## config.mk

```make
export PLATFORM = sky130hd
export DESIGN_NAME = float_to_pcm_bytes
export DESIGN_NICKNAME = d
export VERILOG_FILES = /design/src/hw/rtl/f2p_pkg.sv /design/src/hw/rtl/f2p_encode.sv /design/src/hw/rtl/f2p_queue.sv /design/src/hw/rtl/f2p_serial.sv /design/src/hw/rtl/float_to_pcm_bytes.sv
export VERILOG_INCLUDE_DIRS = /design/src /design/src/hw/rtl
export SDC_FILE = /design/constraint.sdc
export NUM_CORES = 1
export LEC_CHECK = 0
export ABC_AREA = 1
export BUFFER_PORTS_ARGS = -buffer_cell sky130_fd_sc_hd__buf_2
export CAP_MARGIN = 20
export CORE_MARGIN = 1.5
export CORE_UTILIZATION = 57
export CTS_CLUSTER_DIAMETER = 80
export DETAILED_ROUTE_END_ITERATION = 10
export PLACE_DENSITY = 0.78
export SETUP_SLACK_MARGIN = 0.05
export SLEW_MARGIN = 10
export SYNTH_ARGS = -nofsm -noshare
export SYNTH_HDL_FRONTEND = slang
export SYNTH_HIERARCHICAL = 1
export SYNTH_SLANG_ARGS = --single-unit
export TNS_END_PERCENT = 1
```

## constraint.sdc

```tcl
create_clock -name clk -period 4.6 [get_ports clk]
set_input_delay 0.23 -clock clk [delete_from_list [all_inputs] [get_ports clk]]
set_output_delay 0.23 -clock clk [all_outputs]
set_load 0.05 [all_outputs]
```

## src/hw/rtl/float_to_pcm_bytes_defines.svh

```systemverilog
// Assertion macros shared by the RTL files.
`ifndef FLOAT_TO_PCM_BYTES_DEFINES_SVH
`define FLOAT_TO_PCM_BYTES_DEFINES_SVH

// Implication checked on every rising edge outside reset.
`define F2P_ASSERT_IMP(label, ante, cons, msg) \
    label: assert property (@(posedge clk) disable iff (!rst_n) (ante) |-> (cons)) \
        else $error(msg);

// Next-cycle implication checked on every rising edge outside reset.
`define F2P_ASSERT_NEXT(label, ante, cons, msg) \
    label: assert property (@(posedge clk) disable iff (!rst_n) (ante) |=> (cons)) \
        else $error(msg);

`endif

```

## src/hw/rtl/f2p_pkg.sv

```systemverilog
package f2p_pkg;

    localparam int unsigned WordW = 32;

    typedef enum logic [1:0] {
        WCODE_16 = 2'd0,
        WCODE_24 = 2'd1,
        WCODE_8  = 2'd2,
        WCODE_32 = 2'd3
    } wcode_t;

    typedef enum logic [1:0] {
        REG_WIDTH    = 2'd0,
        REG_UNSIGNED = 2'd1,
        REG_FLOAT    = 2'd2,
        REG_ENDIAN   = 2'd3
    } reg_idx_t;

    // One encoded sample passed from the encoder to the serializer.
    typedef struct packed {
        logic [WordW-1:0] word;
        logic [1:0]       last_idx;   // number of bytes minus one
        logic             big;
        logic             clip;
    } enc_t;

    function automatic logic [1:0] last_idx_of(input wcode_t c);
        logic [1:0] r;
        begin
            unique case (c)
                WCODE_16: r = 2'd1;
                WCODE_24: r = 2'd2;
                WCODE_8:  r = 2'd0;
                default:  r = 2'd3;
            endcase
            return r;
        end
    endfunction

endpackage

```

## src/hw/rtl/f2p_encode.sv

```systemverilog
module f2p_encode (
    input  logic              clk,
    input  logic              rst_n,
    input  logic              in_valid,
    output logic              in_ready,
    input  logic [31:0]       sample_bits,
    input  f2p_pkg::wcode_t   wcode,
    input  logic              uns,
    input  logic              flt,
    input  logic              big,
    output logic              enc_valid,
    input  logic              enc_ready,
    output f2p_pkg::enc_t     enc
);

    // Stage 1: shift the mantissa. Stage 2: round, saturate, offset.
    logic        s1_valid_reg;
    logic        s1_sign_reg;
    logic        s1_nan_reg;
    logic        s1_big_reg;     // magnitude saturates
    logic [32:0] s1_q_reg;
    logic        s1_rnd_reg;     // round up
    logic [1:0]  s1_lidx_reg;
    logic        s1_flt_reg;
    logic        s1_uns_reg;
    logic        s1_bigend_reg;
    logic [31:0] s1_raw_reg;

    logic          s2_valid_reg;
    f2p_pkg::enc_t s2_reg;

    logic adv2, adv1;
    assign adv2     = !s2_valid_reg || enc_ready;
    assign adv1     = !s1_valid_reg || adv2;
    assign in_ready = adv1;

    // Stage 1 logic
    logic [7:0]  ex;
    logic [23:0] m;
    logic [5:0]  n_bits;
    logic signed [9:0] sh;
    logic [7:0]  k;
    logic [63:0] mx;
    logic [32:0] q;
    logic        rnd, ovf;
    logic [23:0] rem, half;

    always_comb
    begin
        ex = sample_bits[30:23];
        m  = {(ex != 8'd0), sample_bits[22:0]};
        unique case (wcode)
            f2p_pkg::WCODE_16: n_bits = 6'd16;
            f2p_pkg::WCODE_24: n_bits = 6'd24;
            f2p_pkg::WCODE_8:  n_bits = 6'd8;
            default:           n_bits = 6'd32;
        endcase
        sh = $signed({2'b00, (ex != 8'd0) ? ex : 8'd1}) - 10'sd151
             + $signed({4'b0000, n_bits});
        q = '0; rnd = 1'b0; ovf = 1'b0; k = '0; mx = '0; rem = '0; half = '0;
        if (sh >= 0) begin
            // any left shift of a nonzero mantissa by more than 9 exceeds 33 bits
            if (sh > 10'sd9 && m != 24'd0) ovf = 1'b1;
            else begin
                mx = {40'd0, m} << sh[3:0];
                q  = mx[32:0];
            end
        end else begin
            k = 8'(-sh);
            if (k < 8'd25) begin
                q    = {9'd0, m >> k[4:0]};
                rem  = m & ((24'd1 << k[4:0]) - 24'd1);
                half = 24'd1 << (k[4:0] - 5'd1);
                rnd  = (rem > half) || (rem == half && q[0]);
            end
        end
    end

    always_ff @(posedge clk or negedge rst_n)
    begin
        if (!rst_n) s1_valid_reg <= 1'b0;
        else if (adv1) s1_valid_reg <= in_valid;
    end

    always_ff @(posedge clk)
    begin
        if (adv1 && in_valid)
        begin
            s1_sign_reg   <= sample_bits[31];
            s1_nan_reg    <= (ex == 8'hff) && (sample_bits[22:0] != 23'd0);
            s1_big_reg    <= ovf || (ex == 8'hff);
            s1_q_reg      <= q;
            s1_rnd_reg    <= rnd;
            s1_lidx_reg   <= flt ? 2'd3 : f2p_pkg::last_idx_of(wcode);
            s1_flt_reg    <= flt;
            s1_uns_reg    <= uns;
            s1_bigend_reg <= big;
            s1_raw_reg    <= sample_bits;
        end
    end

    // Stage 2 logic
    logic [33:0] mag;
    logic [32:0] lim_pos, lim_neg;
    logic [5:0]  nn;
    logic [31:0] val;
    logic        clip;

    always_comb
    begin
        nn      = {1'b0, s1_lidx_reg, 3'b111} + 6'd1;
        lim_neg = 33'd1 << (nn - 6'd1);
        lim_pos = lim_neg - 33'd1;
        mag     = {1'b0, s1_q_reg} + {33'd0, s1_rnd_reg};
        clip    = 1'b0;
        val     = '0;
        if (s1_nan_reg) clip = 1'b1;
        else if (s1_sign_reg) begin
            if (s1_big_reg || mag > {1'b0, lim_neg}) begin
                mag = {1'b0, lim_neg}; clip = 1'b1;
            end
            val = 32'(34'd0 - mag);
        end else begin
            if (s1_big_reg || mag > {1'b0, lim_pos}) begin
                mag = {1'b0, lim_pos}; clip = 1'b1;
            end
            val = mag[31:0];
        end
        val = val & 32'(lim_neg + lim_neg - 33'd1);
        if (s1_uns_reg) val = val ^ lim_neg[31:0];
    end

    always_ff @(posedge clk or negedge rst_n)
    begin
        if (!rst_n) s2_valid_reg <= 1'b0;
        else if (adv2) s2_valid_reg <= s1_valid_reg;
    end

    always_ff @(posedge clk)
    begin
        if (adv2 && s1_valid_reg)
        begin
            s2_reg.word     <= s1_flt_reg ? s1_raw_reg : val;
            s2_reg.clip     <= s1_flt_reg ? 1'b0 : clip;
            s2_reg.last_idx <= s1_lidx_reg;
            s2_reg.big      <= s1_bigend_reg;
        end
    end

    assign enc_valid = s2_valid_reg;
    assign enc      = s2_reg;

endmodule

```

## src/hw/rtl/f2p_queue.sv

```systemverilog
`include "float_to_pcm_bytes_defines.svh"
module f2p_queue (
    input  logic          clk,
    input  logic          rst_n,
    input  logic          wr_valid,
    output logic          wr_ready,
    input  f2p_pkg::enc_t wr_data,
    output logic          rd_valid,
    input  logic          rd_ready,
    output f2p_pkg::enc_t rd_data
);

    f2p_pkg::enc_t mem [2];
    logic       wp_reg, rp_reg;
    logic [1:0] cnt_reg;
    logic wr, rd;

    assign wr_ready = cnt_reg != 2'd2;
    assign rd_valid = cnt_reg != 2'd0;
    assign wr = wr_valid && wr_ready;
    assign rd = rd_valid && rd_ready;
    assign rd_data = mem[rp_reg];

    always_ff @(posedge clk or negedge rst_n)
    begin
        if (!rst_n)
        begin
            wp_reg <= 1'b0; rp_reg <= 1'b0; cnt_reg <= 2'd0;
        end
        else
        begin
            if (wr) wp_reg <= !wp_reg;
            if (rd) rp_reg <= !rp_reg;
            cnt_reg <= cnt_reg + {1'b0, wr} - {1'b0, rd};
        end
    end

    always_ff @(posedge clk)
    begin
        if (wr) mem[wp_reg] <= wr_data;
    end

    `F2P_ASSERT_IMP(a_cnt_range, 1'b1, cnt_reg != 2'd3, "queue count out of range")
    `F2P_ASSERT_NEXT(a_full_hold, cnt_reg == 2'd2 && !rd, cnt_reg == 2'd2, "full queue lost entry")
    `F2P_ASSERT_IMP(a_ptrs, cnt_reg == 2'd0 || cnt_reg == 2'd2, wp_reg == rp_reg, "pointer mismatch")

endmodule

```

## src/hw/rtl/f2p_serial.sv

```systemverilog
`include "float_to_pcm_bytes_defines.svh"
module f2p_serial (
    input  logic          clk,
    input  logic          rst_n,
    input  logic          q_valid,
    output logic          q_ready,
    input  f2p_pkg::enc_t q_data,
    output logic          m_valid,
    input  logic          m_ready,
    output logic [7:0]    m_byte,
    output logic          m_last,
    output logic          m_clip
);

    logic [1:0] pos_reg;
    logic [1:0] idx;
    logic       last;

    assign last    = pos_reg == q_data.last_idx;
    assign idx     = q_data.big ? (q_data.last_idx - pos_reg) : pos_reg;
    assign m_valid = q_valid;
    assign m_byte  = q_data.word[{idx, 3'b000} +: 8];
    assign m_last  = last;
    assign m_clip  = q_data.clip;
    assign q_ready = m_ready && last;

    always_ff @(posedge clk or negedge rst_n)
    begin
        if (!rst_n) pos_reg <= 2'd0;
        else if (q_valid && m_ready) pos_reg <= last ? 2'd0 : pos_reg + 2'd1;
    end

    `F2P_ASSERT_IMP(a_pos_bound, q_valid, pos_reg <= q_data.last_idx, "byte index past end")
    `F2P_ASSERT_NEXT(a_pos_reset, q_valid && m_ready && last, pos_reg == 2'd0, "index not cleared")
    `F2P_ASSERT_IMP(a_pos_idle, !q_valid, pos_reg == 2'd0, "index moved while idle")

endmodule

```

## src/hw/rtl/float_to_pcm_bytes.sv

```systemverilog
// Channel   Dir  Payload
// s_axis    in   tdata[31:0] = sample_bits
// m_axis    out  tdata[7:0] = out_byte, tlast = last_byte, tuser[0] = clipped
// cfg       in   cfg_index selects width_code/unsigned_out/float_out/big_endian
//
// One byte leaves per cycle while m_axis_tready is high; a sample gives
// 1, 2, 3 or 4 bytes by format. Encoding is a two-stage pipeline ahead of
// a two-entry queue, so samples are taken while bytes still drain.
// A sample passes stage 1, stage 2 and the queue before its first byte.
// rst_n clears valid state and the format registers; stalls on m_axis back up
// through the queue to s_axis_tready.
module float_to_pcm_bytes (
    input  logic        clk,
    input  logic        rst_n,
    input  logic        s_axis_tvalid,
    output logic        s_axis_tready,
    input  logic [31:0] s_axis_tdata,    // [31:0] sample_bits
    output logic        m_axis_tvalid,
    input  logic        m_axis_tready,
    output logic [7:0]  m_axis_tdata,    // [7:0] out_byte
    output logic        m_axis_tlast,
    output logic        m_axis_tuser,    // [0] clipped
    input  logic        cfg_valid,
    output logic        cfg_ready,
    input  logic [1:0]  cfg_index,
    input  logic [31:0] cfg_data
);

    f2p_pkg::wcode_t wcode_reg;
    logic uns_reg, flt_reg, big_reg;

    assign cfg_ready = 1'b1;

    // hold the format registers; take each request at once
    always_ff @(posedge clk or negedge rst_n)
    begin
        if (!rst_n)
        begin
            wcode_reg <= f2p_pkg::WCODE_16;
            uns_reg   <= 1'b0;
            flt_reg   <= 1'b0;
            big_reg   <= 1'b0;
        end
        else if (cfg_valid)
        begin
            unique case (f2p_pkg::reg_idx_t'(cfg_index))
                f2p_pkg::REG_WIDTH:    wcode_reg <= f2p_pkg::wcode_t'(cfg_data[1:0]);
                f2p_pkg::REG_UNSIGNED: uns_reg   <= cfg_data[0];
                f2p_pkg::REG_FLOAT:    flt_reg   <= cfg_data[0];
                default:               big_reg   <= cfg_data[0];
            endcase
        end
    end

    logic          e_valid, e_ready, q_valid, q_ready;
    f2p_pkg::enc_t e_data, q_data;

    f2p_encode u_enc (
        .clk, .rst_n,
        .in_valid(s_axis_tvalid), .in_ready(s_axis_tready), .sample_bits(s_axis_tdata),
        .wcode(wcode_reg), .uns(uns_reg), .flt(flt_reg), .big(big_reg),
        .enc_valid(e_valid), .enc_ready(e_ready), .enc(e_data)
    );

    f2p_queue u_q (
        .clk, .rst_n,
        .wr_valid(e_valid), .wr_ready(e_ready), .wr_data(e_data),
        .rd_valid(q_valid), .rd_ready(q_ready), .rd_data(q_data)
    );

    f2p_serial u_ser (
        .clk, .rst_n,
        .q_valid, .q_ready, .q_data,
        .m_valid(m_axis_tvalid), .m_ready(m_axis_tready),
        .m_byte(m_axis_tdata), .m_last(m_axis_tlast), .m_clip(m_axis_tuser)
    );

endmodule
```

Yosys cells after proc, flatten, opt, wreduce, memory -nomap -nowiden
Memory sizes are Yosys's and may differ from the RTL's.
Index checks and enable logic that the tools add are counted.
Word-level totals
  memories: 1
  bits in registers: 123
  bits in writable memories: 72
  logic and storage cells: 121
  output and inout port bits: 13
  bits of input ports: 71
Cells by class
  bitwise operators: 5
  shift-type cells: 6
  reduce and logical (&&, ||, !) cells: 31
  $lt $le $gt $ge: 6
  muxes and demuxes: 24
  eq/ne operators: 8
  $add $sub $neg: 16
Memories
  u_q.mem: depth 2, width 36, rd ports 1, clocked after memory_dff 0, write ports 1, line f2p_queue.sv:13  | f2p_pkg::enc_t mem [2];
Operators with widths (count)
  $mux W32: 8
  $gt A34 B33 Y1: 2
  $mux W33: 2
  $shl A1 B5 Y24 const A: 2
  $add A33 B1 Y34: 1
  $shl A1 B6 Y33 const A: 1
  $shl A24 B4 Y33: 1
  $sub A33 B1 Y33 const B: 1
  $add A32 B32 Y32: 1
  $and A32 B32 Y32: 1
  $shiftx A32 B6 Y8: 1
  $sub A1 B32 Y32 const A: 1
  $sub A32 B1 Y32 const B: 1
  $xor A32 B32 Y32: 1
  $and A24 B24 Y24: 1
  $eq A24 B24 Y1: 1
  $gt A24 B24 Y1: 1
  $mux W24: 1
  $reduce_bool A24 Y1: 1
  $shr A24 B5 Y24: 1
  $sub A24 B1 Y24 const B: 1
  $reduce_bool A23 Y1: 1
  $pmux W6 S3: 1
  $add A9 B7 Y10: 1
  31 further kinds: 62

Depth between registers and ports, before layout
  depth after elaboration: 15
  gate-level depth with buffers: 35
  depth with buffers taken out: 34

Hierarchy
The synthesis kept the hierarchy.
By module, submodules not included
  f2p_encode: cells each 1702, instances 1, area each 11509.8 um^2, sequential area each 3323.2 um^2
  f2p_queue: cells each 219, instances 1, area each 2850.2 um^2, sequential area each 2262.2 um^2
  f2p_serial: cells each 114, instances 1, area each 553.0 um^2, sequential area each 50.0 um^2
  float_to_pcm_bytes: cells each 30, instances 1, area each 240.2 um^2, sequential area each 125.1 um^2

Least setup slack after synthesis
No wires, ideal clock.
  kind: input to register
  from: input s_axis_tdata[23]
  to: register u_enc.s1_rnd_reg (data pin)
  path buffers: 2
  required time: 4454 ps
  stages: 32
  setup slack: 68 ps
  setup time: 146 ps
  arrival: 4386 ps
  cells stage by stage: nor2_1 inv_1 nor4_2 nor2_1 clkbuf_1 ha_1 nor2_1 inv_1 nor2_1 inv_1 nand2_1 nand2_1 buf_2 inv_1 nor2_1 nand2_1 ha_1 nand3_2 nor2_1 nand2_1 nor2_2 nand4_1 o21ai_0 a21oi_1 ha_1 nand4_1 nor3_1 nand2_1 inv_1 nand2_1 a32o_1 a21oi_1
Between the ends
  word-level cells in the longest chain between the ends: 11
  elaborated cells on any way between the ends: 19
  those cells by class: add/sub: 5; order compare: 3; eq/ne: 1; shift: 3; mux: 1; bitwise: 2; reduce/logical: 4
Ends and longest elaborated chain
  start: declaration: line float_to_pcm_bytes.sv:17  | input logic [31:0] s_axis_tdata,
  branches (longest 11 deep; another with $sub A24 B1 Y24)
  end signal: assignment: line f2p_encode.sv:93  | s1_rnd_reg <= rnd;
  end: declaration: line f2p_encode.sv:22  | logic s1_rnd_reg;
Parallel ways; which one is timed is not known.
A chain may end at the register's enable or synchronous reset.

Worst setup path in the final report
  from: register u_enc.s1_rnd_reg
  to: register u_enc.s2_reg, in the netlist u_enc/enc[10] (data pin)
Between the ends
  word-level cells in the longest chain between the ends: 13
  elaborated cells on any way between the ends: 16
  those cells by class: add/sub: 2; order compare: 2; mux: 8; bitwise: 2; reduce/logical: 2
Ends and longest elaborated chain
  $add A33 B1 Y34 *: line f2p_encode.sv:114  | mag = {1'b0, s1_q_reg} + {33'd0, s1_rnd_reg};
  $gt A34 B33 Y1: line f2p_encode.sv:119  | if (s1_big_reg || mag > {1'b0, lim_neg}) begin
  $logic_or A1 B1 Y1: line f2p_encode.sv:119
  $mux W32: line f2p_encode.sv:119
  $mux W32: line f2p_encode.sv:118  | else if (s1_sign_reg) begin
  $mux W32: line f2p_encode.sv:117  | if (s1_nan_reg) clip = 1'b1;
  $sub A1 B32 Y32: line f2p_encode.sv:122  | val = 32'(34'd0 - mag);
  $mux W32 *: line f2p_encode.sv:118
  $mux W32 *: line f2p_encode.sv:117
  $and A32 B32 Y32 *: line f2p_encode.sv:129  | val = val & 32'(lim_neg + lim_neg - 33'd1);
  $xor A32 B32 Y32: line f2p_encode.sv:130  | if (s1_uns_reg) val = val ^ lim_neg[31:0];
  $mux W32 *: line f2p_encode.sv:130
  $mux W32 *: line f2p_encode.sv:143  | s2_reg.word <= s1_flt_reg ? s1_raw_reg : val;
  end: declaration: line f2p_encode.sv:30  | f2p_pkg::enc_t s2_reg;
Mark *: on every way between the ends. The rest lies on a longest branch, timed or not. The select of a mux whose other input is x is not followed.

==> flow_results.xml <==
<?xml version="1.0" encoding="UTF-8"?>
<metrics>
  <group name="synth">
    <metric name="synth_fp_nets" unit="">2204</metric>
    <metric name="syn_inst" unit="">2065</metric>
    <metric name="synth_area_per_cell" unit="um^2">7.34</metric>
    <metric name="synth.ff_latch_count" unit="">194</metric>
    <metric name="synth_enable_flop_cells" unit="">181</metric>
    <metric name="syn_area" unit="mm^2">0.0152</metric>
    <metric name="synthFlopType" unit="">edfxtp_1</metric>
    <metric name="ys_seq_area_frac" unit="">0.380</metric>
    <metric name="netlist_cell_types" unit="">65</metric>
    <metric name="async_flop_share" unit="">0.0670</metric>
    <metric name="ys.warnings.count" unit="">6</metric>
  </group>
  <group name="finish">
    <metric name="share_of_cells_above_drive_strength_1" unit="">0.186</metric>
    <metric name="largest_register_ffs" unit="">72</metric>
    <metric name="fin_nets" unit="">2376</metric>
    <metric name="final_util" unit="">0.681</metric>
    <metric name="antenna_cells_inserted" unit="">0</metric>
    <metric name="layout-area-overhead-vs-synth" unit="%">17.1</metric>
  </group>
  <group name="floorplanning">
    <metric name="placeableCoreArea" unit="mm^2">0.0261</metric>
    <metric name="row_count" unit="">59</metric>
    <metric name="initial_standard_cell_utilization_of_the_core" unit="">0.582</metric>
    <metric name="io_pins" unit="">84</metric>
    <metric name="chipWidth" unit="um">166</metric>
    <metric name="fp.dieArea" unit="mm^2">0.0276</metric>
    <metric name="die_y" unit="um">166</metric>
  </group>
  <group name="power_and_ir_drop">
    <metric name="power_frac_clock" unit="">0.158</metric>
    <metric name="leakagePower" unit="nW">8.02</metric>
    <metric name="net-switching-power" unit="W">0.00479</metric>
    <metric name="power.sequential.fraction" unit="">0.299</metric>
    <metric name="p_int" unit="W">0.00523</metric>
    <metric name="power.share.combinational" unit="">0.543</metric>
    <metric name="pwr_per_cell_area" unit="mW/mm^2">565</metric>
    <metric name="power.share.switching" unit="">0.478</metric>
    <metric name="ir_worst_vdd" unit="mV">1.21</metric>
  </group>
  <group name="sta">
    <metric name="finalSetupViolCount" unit="">0</metric>
    <metric name="worst_clock_skew" unit="ns">0.0167</metric>
    <metric name="minimum_period_implied_by_the_final_worst_setup_slack" unit="ns">4.51</metric>
    <metric name="post-route-period-util" unit="">0.980</metric>
    <metric name="final.setup.worst_slack" unit="ns">0.0943</metric>
    <metric name="grt_setup_unrepaired" unit="">true</metric>
    <metric name="report.final.hold_viol_count" unit="">0</metric>
    <metric name="worst_slew_pin_slew" unit="ns">1.07</metric>
    <metric name="final-max-slew-violation-count" unit="">0</metric>
    <metric name="highest_achievable_clock_rate" unit="GHz">0.222</metric>
    <metric name="slew-limit-headroom" unit="">0.287</metric>
  </group>
  <group name="route">
    <metric name="finalWirelength" unit="um">49500</metric>
    <metric name="count_of_vias_placed_by_the_detailed_router" unit="">15200</metric>
    <metric name="detail_route.wl_per_cell" unit="um">19.2</metric>
    <metric name="detail_route.first_pass.iterations" unit="">6</metric>
    <metric name="drcViolationCount" unit="">0</metric>
    <metric name="antenna_left" unit="">0</metric>
    <metric name="routed_via_density" unit="">5.89</metric>
    <metric name="initialDrtViolationCount" unit="">1760</metric>
  </group>
  <group name="cts">
    <metric name="clock-sinks" unit="">194</metric>
    <metric name="clock_insertion_delay_worst_skew" unit="ns">0.45</metric>
    <metric name="tritoncts" unit="">built</metric>
    <metric name="h_tree_depth_reported_by_cts" unit="">4</metric>
    <metric name="cts_inserted_buffers" unit="">17</metric>
    <metric name="clk_root_buffer_cell" unit="">clkbuf_16</metric>
    <metric name="clk_path_buf_depth" unit="">2</metric>
    <metric name="clk_pin_slew_worst_paths" unit="ns">0.08</metric>
  </group>
  <group name="grt">
    <metric name="global_route_wire_length_before_repair" unit="um">75800</metric>
    <metric name="grt_max_degree" unit="">64</metric>
    <metric name="grt_usage" unit="">0.353</metric>
    <metric name="first_global_vias" unit="">14100</metric>
    <metric name="grt_antenna_before_repair" unit="">0</metric>
    <metric name="grt-ovfl-total" unit="">0</metric>
  </group>
  <group name="placement">
    <metric name="port_buffers" unit="">52</metric>
    <metric name="place.detailed.hpwl" unit="um">38400</metric>
    <metric name="gp_routability_congestion" unit="">0.970</metric>
    <metric name="preCtsSetupSlack" unit="ns">-0.167</metric>
  </group>
  <group name="worst_setup_path">
    <metric name="critPathLaunchType" unit="">flop</metric>
    <metric name="worstSetupEndpointType" unit="">flop</metric>
    <metric name="crit_path_top_delay_cell" unit="">o311ai_1</metric>
    <metric name="critPathMaxStageDelay" unit="ns">0.57</metric>
    <metric name="worstSetupStartpoint" unit="">u_enc/s1_rnd_reg</metric>
    <metric name="crit_fanout" unit="">14</metric>
    <metric name="reg2reg_depth" unit="">25</metric>
    <metric name="worst-r2r-setup-slack" unit="ns">0.09</metric>
    <metric name="path_depth" unit="">25</metric>
    <metric name="worstPathBufferInverterCount" unit="">5</metric>
    <metric name="r2r-end" unit="">u_enc/enc[10]</metric>
    <metric name="worst_setup_path_endpoint" unit="">u_enc/enc[10]</metric>
    <metric name="worst_path_most_repeated_cell" unit="">nand2_1</metric>
    <metric name="worst_ep_required_time" unit="ns">4.80</metric>
    <metric name="crit_path_dat" unit="ns">4.71</metric>
    <metric name="worst_path_dominant_cell_family" unit="">simple AND/OR/NAND/NOR gates</metric>
    <metric name="timing_worst_setup_path_type" unit="">reg -&gt; reg</metric>
    <metric name="worst_r2r_startpoint" unit="">u_enc/s1_rnd_reg</metric>
  </group>
  <group name="run">
    <metric name="maxCapViolations" unit="">0</metric>
  </group>
  <group name="min_path">
    <metric name="timing.hold.worst.class" unit="">in -&gt; reg</metric>
  </group>
  <group name="status">
    <metric name="status" unit="">completed</metric>
  </group>
</metrics>
[cells in the mapped netlist (6+ instances only)]
library cell,count,share of area
nor3_1,25,0.0083
xor2_1,13,0.0075
inv_1,206,0.051
o22ai_1,13,0.0054
dfrtp_1,13,0.021
nand3b_1,11,0.0054
nor4_1,11,0.0045
nand3_2,11,0.0073
o211ai_1,9,0.0045
nor2_2,20,0.0083
buf_4,7,0.0035
nand2_2,15,0.0062
clkbuf_1,28,0.0069
mux2i_1,29,0.019
o21ai_1,10,0.0033
buf_2,16,0.0053
or2_2,8,0.0033
a31oi_1,7,0.0029
edfxtp_1,181,0.36
nand2_1,669,0.17
clkinv_1,6,0.0015
ha_1,67,0.055
inv_2,18,0.0045
o21ai_0,162,0.054
nand4_1,33,0.014
a21oi_1,71,0.023
nand3_1,127,0.042
buf_1,13,0.0032
nor2_4,12,0.0089
a211oi_1,6,0.0030
nor2_1,174,0.043
[per-layer routing]
layer  routed length, um  up-vias  GRT usage
met4                2060        0      0.147
met5                   0        -          0
met3                3410      124     0.0410
met2               23900      724      0.608
met1               20100     7105      0.451
li1                    -     7274          -
[layout by cell type (no fill, tap or decap), types with 9 or more instances in the layout]
master,count
nand4_1,33
inv_2,27
inv_1,197
nor2_1,166
dfrtp_1,13
o21ai_0,160
nand2_2,27
nor2_4,18
nand2_1,656
ha_1,60
edfxtp_1,181
nor2_2,22
o211ai_1,9
a21oi_1,67
buf_2,52
buf_4,161
clkbuf_16,17
nand3b_1,11
nor3_1,19
xor2_1,12
o21ai_1,10
nor4_1,10
nand3_2,9
nand3_1,124
o22ai_1,13
mux2i_1,29
[worst reg2reg max path, stage by stage, from the launching register on]
cell and delay (ns):
edfxtp_1 0.49, ha_4 0.23, ha_4 0.18, nand2_1 0.10
nor2_4 0.06, nand2_1 0.10, nor2_2 0.07, buf_4 0.14
nand3_1 0.17, nand2_1 0.12, ha_1 0.34, nand2_1 0.06
nor2_1 0.10, nand2_1 0.06, nor4_2 0.14, nand4_1 0.13
nor3_2 0.17, buf_4 0.14, nand3_1 0.07, nand2_1 0.08
nand2_2 0.08, buf_4 0.21, buf_4 0.18, o311ai_1 0.57
buf_4 0.22, nand2_1 0.04
[cells by family after synthesis]
group / after synthesis / synth area share
AOI/OAI and AO/OA: 321 / 0.121
DFF: 194 / 0.380
xor gates and xnor gates: 20 / 0.0130
other: 1 / 0.000247
muxes: 29 / 0.0192
and+or+nand+nor: 1130 / 0.328
adders and majority gates: 68 / 0.0566
buffers and inverters: 302 / 0.0817
[area by class of cell]
type                       count  area [um^2]
multi-input combinational   1569         8460
fill                        2250         8310
sequential                   194         5760
timing repair buffer         223         1580
inverter                     232          878
clock buffer                  17          425
tap                          335          419
clock inverter                15          220
[power groups by stage]
| stage | clock (W) | sequential [W] | combinational, W |
|---|---|---|---|
| floorplan | 0 | 0.00292 | 0.00361 |
| CTS | 0.00161 | 0.00298 | 0.00517 |
| finish | 0.00159 | 0.00300 | 0.00544 |
| global route | 0.00167 | 0.00304 | 0.00594 |
| detailed placement | 0 | 0.00302 | 0.00514 |
| global placement | 0 | 0.00298 | 0.00503 |
[what timing repair did]
item / CTS / global route
resized for setup: 4 / 72
buffers inserted: 0 / 10
pin swaps: 0 / 37
hold endpoints to repair: 16 / 1
hold buffers: 4 / 1
endpoints found under the setup margin: 2 / 33
[how the worst min path moves through the flow]
stage / startpoint / end / slack (ns) / cells past startpoint
floorplan: rst_n / big_reg / -0.07 / 0
global placement: rst_n / u_enc/s1_valid_reg / 0.18 / 1
detailed placement: rst_n / u_enc/s1_valid_reg / 0.18 / 1
CTS: s_axis_tdata[5] / u_enc/s1_raw_reg[5] / 0.005 / 1
global route: s_axis_tdata[8] / u_enc/s1_raw_reg[8] / 0.01 / 1
finish: s_axis_tvalid / u_enc/s1_valid_reg / 0.02 / 3
[stage by stage]
| step | hold WS (ns) | instances | cell area [um^2] | TNS [ns] | power [W] |
|---|---|---|---|---|---|
| 3_3_place_gp | 0.176 | 2537 | 16700 | -0.129 | 0.00801 |
| 5_1_grt | 0.0123 | 2585 | 17700 | -0.168 | 0.0107 |
| 6_report | 0.0227 | 2585 | 17700 | 0 | 0.0100 |
| 3_5_place_dp | 0.181 | 2537 | 16700 | -0.221 | 0.00816 |
| 2_1_floorplan | -0.0656 | 2065 | 15200 | 0 | 0.00654 |
| 4_1_cts | 0.00462 | 2573 | 17400 | 0 | 0.00976 |
(Power assumes the default switching activity.)
